<file path="src/hw/rtl/lwg_pkg.sv">
// types and constants of the waypoint generator
package lwg_pkg;
   typedef struct packed {
      logic signed [23:0] start_x;
      logic signed [23:0] start_y;
      logic signed [23:0] target_x;
      logic signed [23:0] target_y;
   } req_type;

   typedef struct packed {
      logic signed [23:0] point_x;
      logic signed [23:0] point_y;
      logic signed [15:0] heading;
      logic               is_last;
   } rsp_type;

   typedef enum logic [3:0] {
      ST_IDLE, ST_SQRT, ST_QUAD, ST_CORDIC, ST_ROUND,
      ST_CNT, ST_PMUL, ST_PDIV, ST_PADD, ST_EMIT
   } state_type;

   localparam int            HALF_PI_Q16 = 102944;
   localparam int            HEADING_MAX = 25736;

   function automatic logic [16:0] atan_q16(input logic [3:0] i);
      logic [16:0] r;
      begin
         case (i)
            4'd0: r = 17'd51472;  4'd1: r = 17'd30385;
            4'd2: r = 17'd16055;  4'd3: r = 17'd8150;
            4'd4: r = 17'd4091;   4'd5: r = 17'd2047;
            4'd6: r = 17'd1024;   4'd7: r = 17'd512;
            4'd8: r = 17'd256;    4'd9: r = 17'd128;
            4'd10: r = 17'd64;    4'd11: r = 17'd32;
            4'd12: r = 17'd16;    4'd13: r = 17'd8;
            4'd14: r = 17'd4;     default: r = 17'd2;
         endcase
         return r;
      end
   endfunction
endpackage

</file>
<file path="src/hw/rtl/lwg_divider.sv">
// restoring divider, one quotient bit per cycle
module lwg_divider (
   input  logic        clock,
   input  logic        reset,
   input  logic        go,
   input  logic [47:0] dividend,
   input  logic [24:0] divisor,
   output logic        done,
   output logic [47:0] quotient
);
   import lwg_pkg::*;
   logic [47:0] quot_ff, quot_in;
   logic [25:0] rem_ff, rem_in;
   logic [24:0] div_ff, div_in;
   logic [5:0]  cnt_ff, cnt_in;
   logic        run_ff, run_in, done_ff, done_in;
   logic [25:0] trial;
   logic [26:0] diff;

   always_comb begin
      quot_in = quot_ff; rem_in = rem_ff; div_in = div_ff;
      cnt_in = cnt_ff; run_in = run_ff; done_in = 1'b0;
      trial = {rem_ff[24:0], quot_ff[47]};
      diff = {1'b0, trial} - {2'b0, div_ff};
      if (go) begin
         quot_in = dividend; rem_in = '0; div_in = divisor;
         cnt_in = 6'd0; run_in = 1'b1;
      end else if (run_ff) begin
         if (!diff[26]) begin
            rem_in = diff[25:0];
            quot_in = {quot_ff[46:0], 1'b1};
         end else begin
            rem_in = trial;
            quot_in = {quot_ff[46:0], 1'b0};
         end
         cnt_in = cnt_ff + 6'd1;
         if (cnt_ff == 6'd47) begin
            run_in = 1'b0; done_in = 1'b1;
         end
      end
   end

   always_ff @(posedge clock) begin
      if (reset) begin
         run_ff <= 1'b0; done_ff <= 1'b0; cnt_ff <= '0;
      end else begin
         run_ff <= run_in; done_ff <= done_in; cnt_ff <= cnt_in;
      end
      quot_ff <= quot_in; rem_ff <= rem_in; div_ff <= div_in;
   end

   assign done = done_ff;
   assign quotient = quot_ff;
endmodule

</file>
<file path="config.mk">
export PLATFORM = sky130hd
export DESIGN_NAME = lwg_divider
export DESIGN_NICKNAME = d
export VERILOG_FILES = /design/src/hw/rtl/lwg_pkg.sv /design/src/hw/rtl/lwg_divider.sv
export SDC_FILE = /design/constraint.sdc
export NUM_CORES = 1
export LEC_CHECK = 0
export BUFFER_PORTS_ARGS = -buffer_cell sky130_fd_sc_hd__buf_2
export CORE_MARGIN = 1.5
export CORE_UTILIZATION = 30
export CTS_BUF_LIST = sky130_fd_sc_hd__clkbuf_4 sky130_fd_sc_hd__clkbuf_8
export CTS_CLUSTER_DIAMETER = 120
export DETAILED_ROUTE_END_ITERATION = 10
export SETUP_SLACK_MARGIN = 0.05
export SLEW_MARGIN = 40
export SYNTH_ARGS = -nofsm -noshare
export SYNTH_HDL_FRONTEND = slang
export SYNTH_SLANG_ARGS = --single-unit
</file>
<file path="constraint.sdc">
create_clock -name clock -period 6.5 [get_ports clock]
set_input_delay 0.65 -clock clock [delete_from_list [all_inputs] [get_ports clock]]
set_output_delay 0.65 -clock clock [all_outputs]
set_load 0.01 [all_outputs]
</file>
[Word level (Yosys, flattened, before mapping)]
Cells that the tools add are included.
Storage, ports and cells
  input bits: 76
  register bits after elaboration: 106
  output and inout port bits: 49
Operators by class
  $add $sub $neg: 2
  bitwise gates (word level): 1
  equality and inequality tests: 1
  reductions and logical operators: 3
  mux-type cells: 8
Operator list (number)
  2-to-1 mux 48 bit: 2
  subtractor 26 x 25 -> 27 bit: 1
  2-to-1 mux 25 bit: 1
  adder 6 x 1 -> 6 bit, second input constant: 1
  == test 6 bit, second input constant: 1
  2-to-1 mux 1 bit: 5
  OR reduction 3 bit: 1
  nonzero test 2 bit: 1
  OR reduction 2 bit: 1
  NOT 1 bit: 1

[Longest topological paths before layout]
Gate-level depths: netlist of the first run.
  depth after elaboration: 4
  mapped depth: 13
  gate-level depth less buffers: 11

[Worst setup path before layout of the first run]
Ideal clock, no wire load.
  path kind: register to register
  start: register quot_ff[47] (netlist: quotient[47])
  end: register rem_ff[10]
  buffers on the path: 2
  data required time: 6.363 ns
  data arrival time: 2.517 ns
  library setup time: 0.137 ns
  period minus slack after synthesis: 2.655 ns
  path slack: 3.845 ns
  cell stages (with the launch flop): 14
  cells stage by stage: edfxtp_1 > inv_1 > ha_1 > inv_1 > fa_1 > a21oi_1 > o2111ai_1 > nand3_1 > nand2_1 > o31ai_2 > buf_6 > buf_12 > mux2i_1 > a211oi_1
Between the ends
  longest elaborated chain between the ends: 2
RTL lines
  start: declaration: RTL line lwg_divider.sv:12  | logic [47:0] quot_ff, quot_in;
  start signal: assignment: RTL line lwg_divider.sv:49  | quot_ff <= quot_in; rem_ff <= rem_in; div_ff <= div_in;
  subtractor 26 x 25 -> 27 bit: RTL line lwg_divider.sv:24  | diff = {1'b0, trial} - {2'b0, div_ff};
  2-to-1 mux 25 bit: RTL line lwg_divider.sv:29  | if (!diff[26]) begin
  end signal: assignment: RTL line lwg_divider.sv:49
  end: declaration: RTL line lwg_divider.sv:13  | logic [25:0] rem_ff, rem_in;
Every way passes these cells.
A chain may end at the register's enable or synchronous reset.

[Final worst setup path of the first run]
  start: register quot_ff[47] (netlist: quotient[47])
  end: register rem_ff[18]
Same word-level chain as after synthesis.

==> reports/qor.yml, run 1 <==
logic_synthesis:
  avgSynthCellArea_um2: 11.28
  synthesis.area_mm2: 0.005695
  yosys_warnings: 0
  synth_ff_type: "edfxtp_1"
  synth_nets: 608
  netlist_instances: 505
  ys_ff_latch: 106
  async_flop_share_pct: 0
  yosysUniqueCellTypes: 59
  synth_edf_count: 73
  ys_seq_area_share_pct: 50.09
timing:
  clock_skew_ns: 0.01285
  tightest_slew_ns: 0.6377
  maxSlewHeadroom_pct: 57.49
  fin_hold_ws_ns: 0.4294
  rsz0062_at_grt: "no"
  setup_ws_ns: 3.288
  max_freq_mhz: 311.3
  tns_ns: 0
  hold_violations: 0
  fin_crit_sh_pct: 49.42
  final_max_slew_viol_count: 0
  setup_viol: 0
  min_period_ns: 3.212
min_path:
  worstHoldPathType: "in2reg"
  worstHoldPathCells: 2
  hold_end: "run_ff"
  worstHoldStart: "reset"
floorplanning:
  initial_core_util_pct: 30.55
  rows: 50
  dieWidth_um: 140.8
  ios: 125
  die-area_mm2: 0.01982
  die_h_um: 140.8
  core_mm2: 0.01864
cts:
  cts_root_buf: "clkbuf_8"
  numCtsBuffers: 9
  cts_resized: 0
  post_cts_buffers: 0
  hold_buffers: 0
  clk_latency_ns: 0.39
  clk_pin_slew_ns: 0.12
  cts_buffer_depth: 2
  numClockSinks: 106
  htree_num_levels: 3
  cts_tree: "done"
detailed_routing:
  vias: 4197
  drc: 0
  wl_per_cell_um: 15.59
  avgViaCountPerCell: 4.892
  drt_iter0_drc: 195
  ant_nets: 0
  drt-total-wl_mm: 13.37
  first_pass_iters: 4
power:
  switching_share_pct: 31.14
  cellPowerDensity_mw_per_mm2: 241.4
  leakagePower_nw: 2.919
  power_frac_comb_pct: 22.5
  intPower_mw: 1.117
  vdd_ir_drop_max_mv: 0.1381
  seq_power_share_pct: 50.8
  power.switching_uw: 505.3
  power_mw: 1.622
  clock_power_share_pct: 26.7
critical_path:
  r2r_end: "rem_ff[18]"
  critPathArrivalTime_ns: 3.47
  crit_fanout: 25
  criticalPathCategory: "reg2reg"
  cp-start-kind: "register"
  end_kind: "register"
  timing.rr.start: "quotient[47]"
  regToRegSetupSlack_ns: 3.29
  r2r_cells: 12
  crit_required_ns: 6.76
finish:
  area_growth_pct: 18.01
  drive_gt1_share_pct: 31.41
  diodes: 0
  nNetsFinal: 722
grt:
  grt_overflow: 0
  grt_pass1_wl_mm: 22.03
  antenna_found_initial: 0
  grt_max_degree: 71
  first_global_vias: 4324
  grt_usage_pct: 14.03
flow_run:
  maxCapViolations: 0
placement:
  place_ws_ns: 3.290
  port_buffers: 124
  gp_congestion: 0.8064
  dp_hpwl_mm: 9.495
status:
  status: "finished clean"
worst max-delay path, stage by stage, from the launching register on:
cell,delay (ns)
edfxtp_1,0.42
inv_1,0.08
ha_1,0.16
inv_1,0.05
fa_1,0.39
a21oi_1,0.24
o2111ai_1,0.23
nand3_1,0.17
nand2_1,0.12
o31ai_4,0.35
buf_4,0.42
nand2b_1,0.31
o221ai_1,0.14
metal layers:
layer | GRT usage (%) | routed length (µm) | vias up
li1 | - | - | 2107
met1 | 17.55 | 6046 | 1954
met2 | 22.43 | 6183 | 129
met3 | 6.284 | 1050 | 7
met4 | 2.851 | 94 | 0
met5 | 0 | 0 | -
flip-flops by register name, indices dropped and copies added (netlist names):
register / count
quotient: 48
div_ff: 25
rem_ff: 25
cnt_ff: 6
done: 1
run_ff: 1
Yosys cell counts (all sizes together) (3+ instances only):
cell	count	area, µm²
nor2	39	146.4
mux2	47	529.3
nor3	7	35.03
mux2i	19	190.2
inv	31	116.4
nor2b	4	25.02
xor2	11	96.34
a21o	11	82.58
nand4	9	56.30
edfxtp	73	2192
o21ai	13	65.06
nand3	7	35.03
and2	4	25.02
o22ai	3	18.77
nand2b	4	25.02
a211oi	21	157.7
a31oi	3	18.77
and3	5	31.28
nand2	24	90.09
xnor2	12	105.1
o211ai	5	37.54
buf	12	91.34
or2	3	18.77
a21oi	27	135.1
a311oi	3	26.28
clkbuf	13	48.80
dfxtp	33	660.6
o31ai	4	35.03
a31o	3	26.28
ha	26	325.3
per-stage QoR:
step,util (%),std cells,cell area [µm²]
floorplan,-,505,5695
global placement,34.93,842,6513
detailed placement,34.93,842,6513
CTS,36.03,858,6718
global route,36.05,858,6721
finish,36.05,858,6721
cell type report:
| type | instances | area [µm²] |
|---|---|---|
| clock inverters | 6 | 67.56 |
| well taps | 234 | 292.8 |
| multi-input cells | 341 | 2590 |
| fillers | 1881 | 11920 |
| repair buffers | 128 | 656.9 |
| inverters | 33 | 123.9 |
| flip-flops and latches | 106 | 2853 |
| clock buffers | 10 | 137.6 |
cell usage in the layout (no fill, tap or decap), types with 7 or more instances in the layout:
cell type    n
edfxtp_1    73
dfxtp_1     33
nor3_1       7
clkbuf_8    10
xnor2_1     12
inv_1       31
a21oi_1     27
buf_2      123
xor2_1      11
a211oi_1    21
nand3_1      7
ha_1        26
a21o_1      11
nor2_1      39
o21ai_0     11
nand2_1     23
mux2_2      47
mux2i_1     19
nand4_1      9
power by group through the flow:
stage	Sequential, mW	Clock [mW]	Combinational [mW]
after global placement	0.839	0	0.365
final	0.824	0.433	0.365
after global routing	0.832	0.483	0.407
after floorplan	0.847	0	0.245
after CTS	0.826	0.461	0.367
after detailed placement	0.839	0	0.365
kinds of logic after synthesis:
kind of cell / Yosys count / share of synthesized area [%]
buffers and inverters: 58 / 4.635
adders and majority gates: 27 / 6.063
and+or+nand+nor: 115 / 9.842
AOI/OAI and AO/OA: 110 / 13.20
DFF: 106 / 50.09
muxes: 66 / 12.63
xor gates and xnor gates: 23 / 3.537
how the worst max path moves through the flow:
| stage | startpoint | to | slack, ns | depth (start not counted) |
|---|---|---|---|---|
| after CTS | quotient[47] | rem_ff[18] | 3.25 | 12 |
| final | quotient[47] | rem_ff[18] | 3.29 | 12 |
| after global placement | quotient[47] | rem_ff[18] | 3.40 | 12 |
| after global routing | quotient[47] | rem_ff[18] | 2.98 | 12 |
| after detailed placement | quotient[47] | rem_ff[18] | 3.29 | 12 |
| after floorplan | quotient[47] | rem_ff[10] | 3.85 | 13 |
Note: power is estimated with default switching activity, not from simulation.
==> run 2, diff against run 1 <==
==> constraint.sdc (replaced) <==
create_clock -name clock -period 3 [get_ports clock]
set_input_delay 0.3 -clock clock [delete_from_list [all_inputs] [get_ports clock]]
set_output_delay 0.3 -clock clock [all_outputs]
set_load 0.01 [all_outputs]
==> run 2 against run 1 <==
- worst setup slack worse by 3.0 ns
- register-to-register slack worse by 3.0 ns
- fmax is 17% higher
- critical path depth is 1 lower
- worst hold slack worse by 0.35 ns
- largest cell class unchanged
- largest power group unchanged
- highest routed layer unchanged
==> reports/qor.yml, run 2 (synthesized netlist as in run 1, its figures left out) <==
placement:
  port_buffers: 124  # unchanged
  gp_congestion: 0.8080  # +0.20%
  dp_hpwl_mm: 9.658  # +1.7%
  place_ws_ns: 0.1319  # -3.158 ns
finish:
  diodes: 0  # unchanged
  most-common-layout-cells: "buf_2, edfxtp_1, mux2_2"
  largest_reg_flops: 48  # unchanged
  fillers: 1870  # -0.58%
  nNetsFinal: 726  # +0.55%
  final_common_cell: "buf_2"
  area_growth_pct: 18.98
  drive_gt1_share_pct: 32.32  # +0.91 points
  fin_util_pct: 36.35  # +0.30 points
timing:
  setup_ws_ns: 0.2555  # -3.032 ns
  final_max_slew_viol_count: 0  # unchanged
  setup_viol: 0  # unchanged
  max_freq_mhz: 364.4  # +17%
  tns_ns: 0  # unchanged
  fin_crit_sh_pct: 91.48  # +42 points
  tightest_slew_ns: 0.6209  # -0.01681 ns
  clock_skew_ns: 0.01628  # +0.003437 ns
  maxSlewHeadroom_pct: 58.61  # +1.1 points
  min_period_ns: 2.744  # -0.4680 ns
  rsz0062_at_grt: "no"
  hold_violations: 0  # unchanged
grt:
  first_global_vias: 4121  # -4.7%
  grt_overflow: 0  # unchanged
  grt_pass1_wl_mm: 21.38  # -3.0%
  grt_usage_pct: 13.77  # -0.26 points
  grt_max_degree: 50  # -30%
  antenna_found_initial: 0  # unchanged
cts:
  hold_buffers: 0  # unchanged
  numClockSinks: 106  # unchanged
  cts_buffer_depth: 2  # unchanged
  clk_pin_slew_ns: 0.11  # about the same
  htree_num_levels: 3  # unchanged
  cts_tree: "done"
  clk_latency_ns: 0.39  # about the same
  numCtsBuffers: 9  # unchanged
  cts_root_buf: "clkbuf_8"
detailed_routing:
  drc: 0  # unchanged
  first_pass_iters: 4  # unchanged
  wl_per_cell_um: 15.66  # +0.44%
  drt-total-wl_mm: 13.50  # +0.91%
  ant_nets: 0  # unchanged
  vias: 4232  # +0.83%
  drt_iter0_drc: 205  # +5.1%
  avgViaCountPerCell: 4.910  # +0.37%
floorplanning:
  initial_core_util_pct: 30.55  # unchanged
  dieWidth_um: 140.8  # unchanged
  die-area_mm2: 0.01982  # unchanged
  die_h_um: 140.8  # unchanged
  ios: 125  # unchanged
  rows: 50  # unchanged
  core_mm2: 0.01864  # unchanged
min_path:
  worstHoldStart: "divisor[4]"
  worstHoldPathType: "in2reg"
critical_path:
  crit_required_ns: 3.31  # -3.45 ns
  timing.rr.start: "quotient[47]"
  crit_fanout: 3  # -88%
  critPathArrivalTime_ns: 3.05  # -0.42 ns
  startpoint: "quotient[47]"
  criticalPathCategory: "reg2reg"
  cp-start-kind: "register"
  end_kind: "register"
power:
  vdd_ir_drop_max_mv: 0.3388  # +150%
  leakagePower_nw: 2.947  # +0.94%
  cellPowerDensity_mw_per_mm2: 526.0  # +120%
  power_mw: 3.564  # +120%
status:
  status: "finished clean"
flow_run:
  maxCapViolations: 0  # unchanged
## run 2: critical path, stage by stage (launching register included)
cell       delay [ns]
edfxtp_1         0.40
inv_1            0.07
ha_1             0.15
inv_1            0.05
fa_1             0.41
a21oi_2          0.21
o2111ai_2        0.20
nand3_2          0.14
nand3_1          0.16
mux2i_1          0.16
or4b_1           0.46
a311oi_1         0.25
## run 2: what timing repair did
action,4_1_cts,5_1_grt
resized for setup,0,4
buffers inserted,0,1
endpoints found under the setup margin,0,26
## run 2: layout make-up
| class | instances | area (µm²) | share of cell area, % |
|---|---|---|---|
| Sequential cell | 106 | 2853 | 42.10 |
| Timing Repair Buffer | 132 | 695.7 | 10.27 |
| Clock buffer | 9 | 123.9 | 1.828 |
| Clock inverter | 7 | 80.08 | 1.182 |
| Tap cell | 234 | 292.8 | 4.321 |
| Multi-Input combinational cell | 341 | 2608 | 38.48 |
| Inverter | 33 | 123.9 | 1.828 |
## run 2: metal layers
metal | GRT usage [%] | vias to the layer above | wire (µm)
met3 | 5.401 | 13 | 1068
met2 | 21.26 | 131 | 5968
met4 | 3.399 | 0 | 159
met1 | 18.10 | 1972 | 6299
met5 | 0 | - | 0
li1 | - | 2116 | -
## run 2: worst paths after layout
kind                end  slack, ns  depth (start not counted)
min reg2reg   cnt_ff[5]       0.50                          2
max reg2reg  rem_ff[22]       0.26                         11
max          rem_ff[22]       0.26                         11
min           div_ff[4]       0.08                          1
## run 2: stage by stage
stage	area [µm²]	hold WS (ns)	cells
global route	6777	0.03951	862
CTS	6751	0.03133	861
detailed placement	6548	0.4781	845
global placement	6548	0.4717	845
floorplan	5695	0.3691	505
finish	6777	0.07690	862
## run 2: report_power, final
part           total [mW]  internal [mW]  leakage (nW)  switching, mW
clock network       0.969          0.402         0.105          0.567
logic               0.811          0.365          1.84          0.446
registers            1.78           1.71         0.999         0.0728
total                3.56           2.48          2.95           1.09
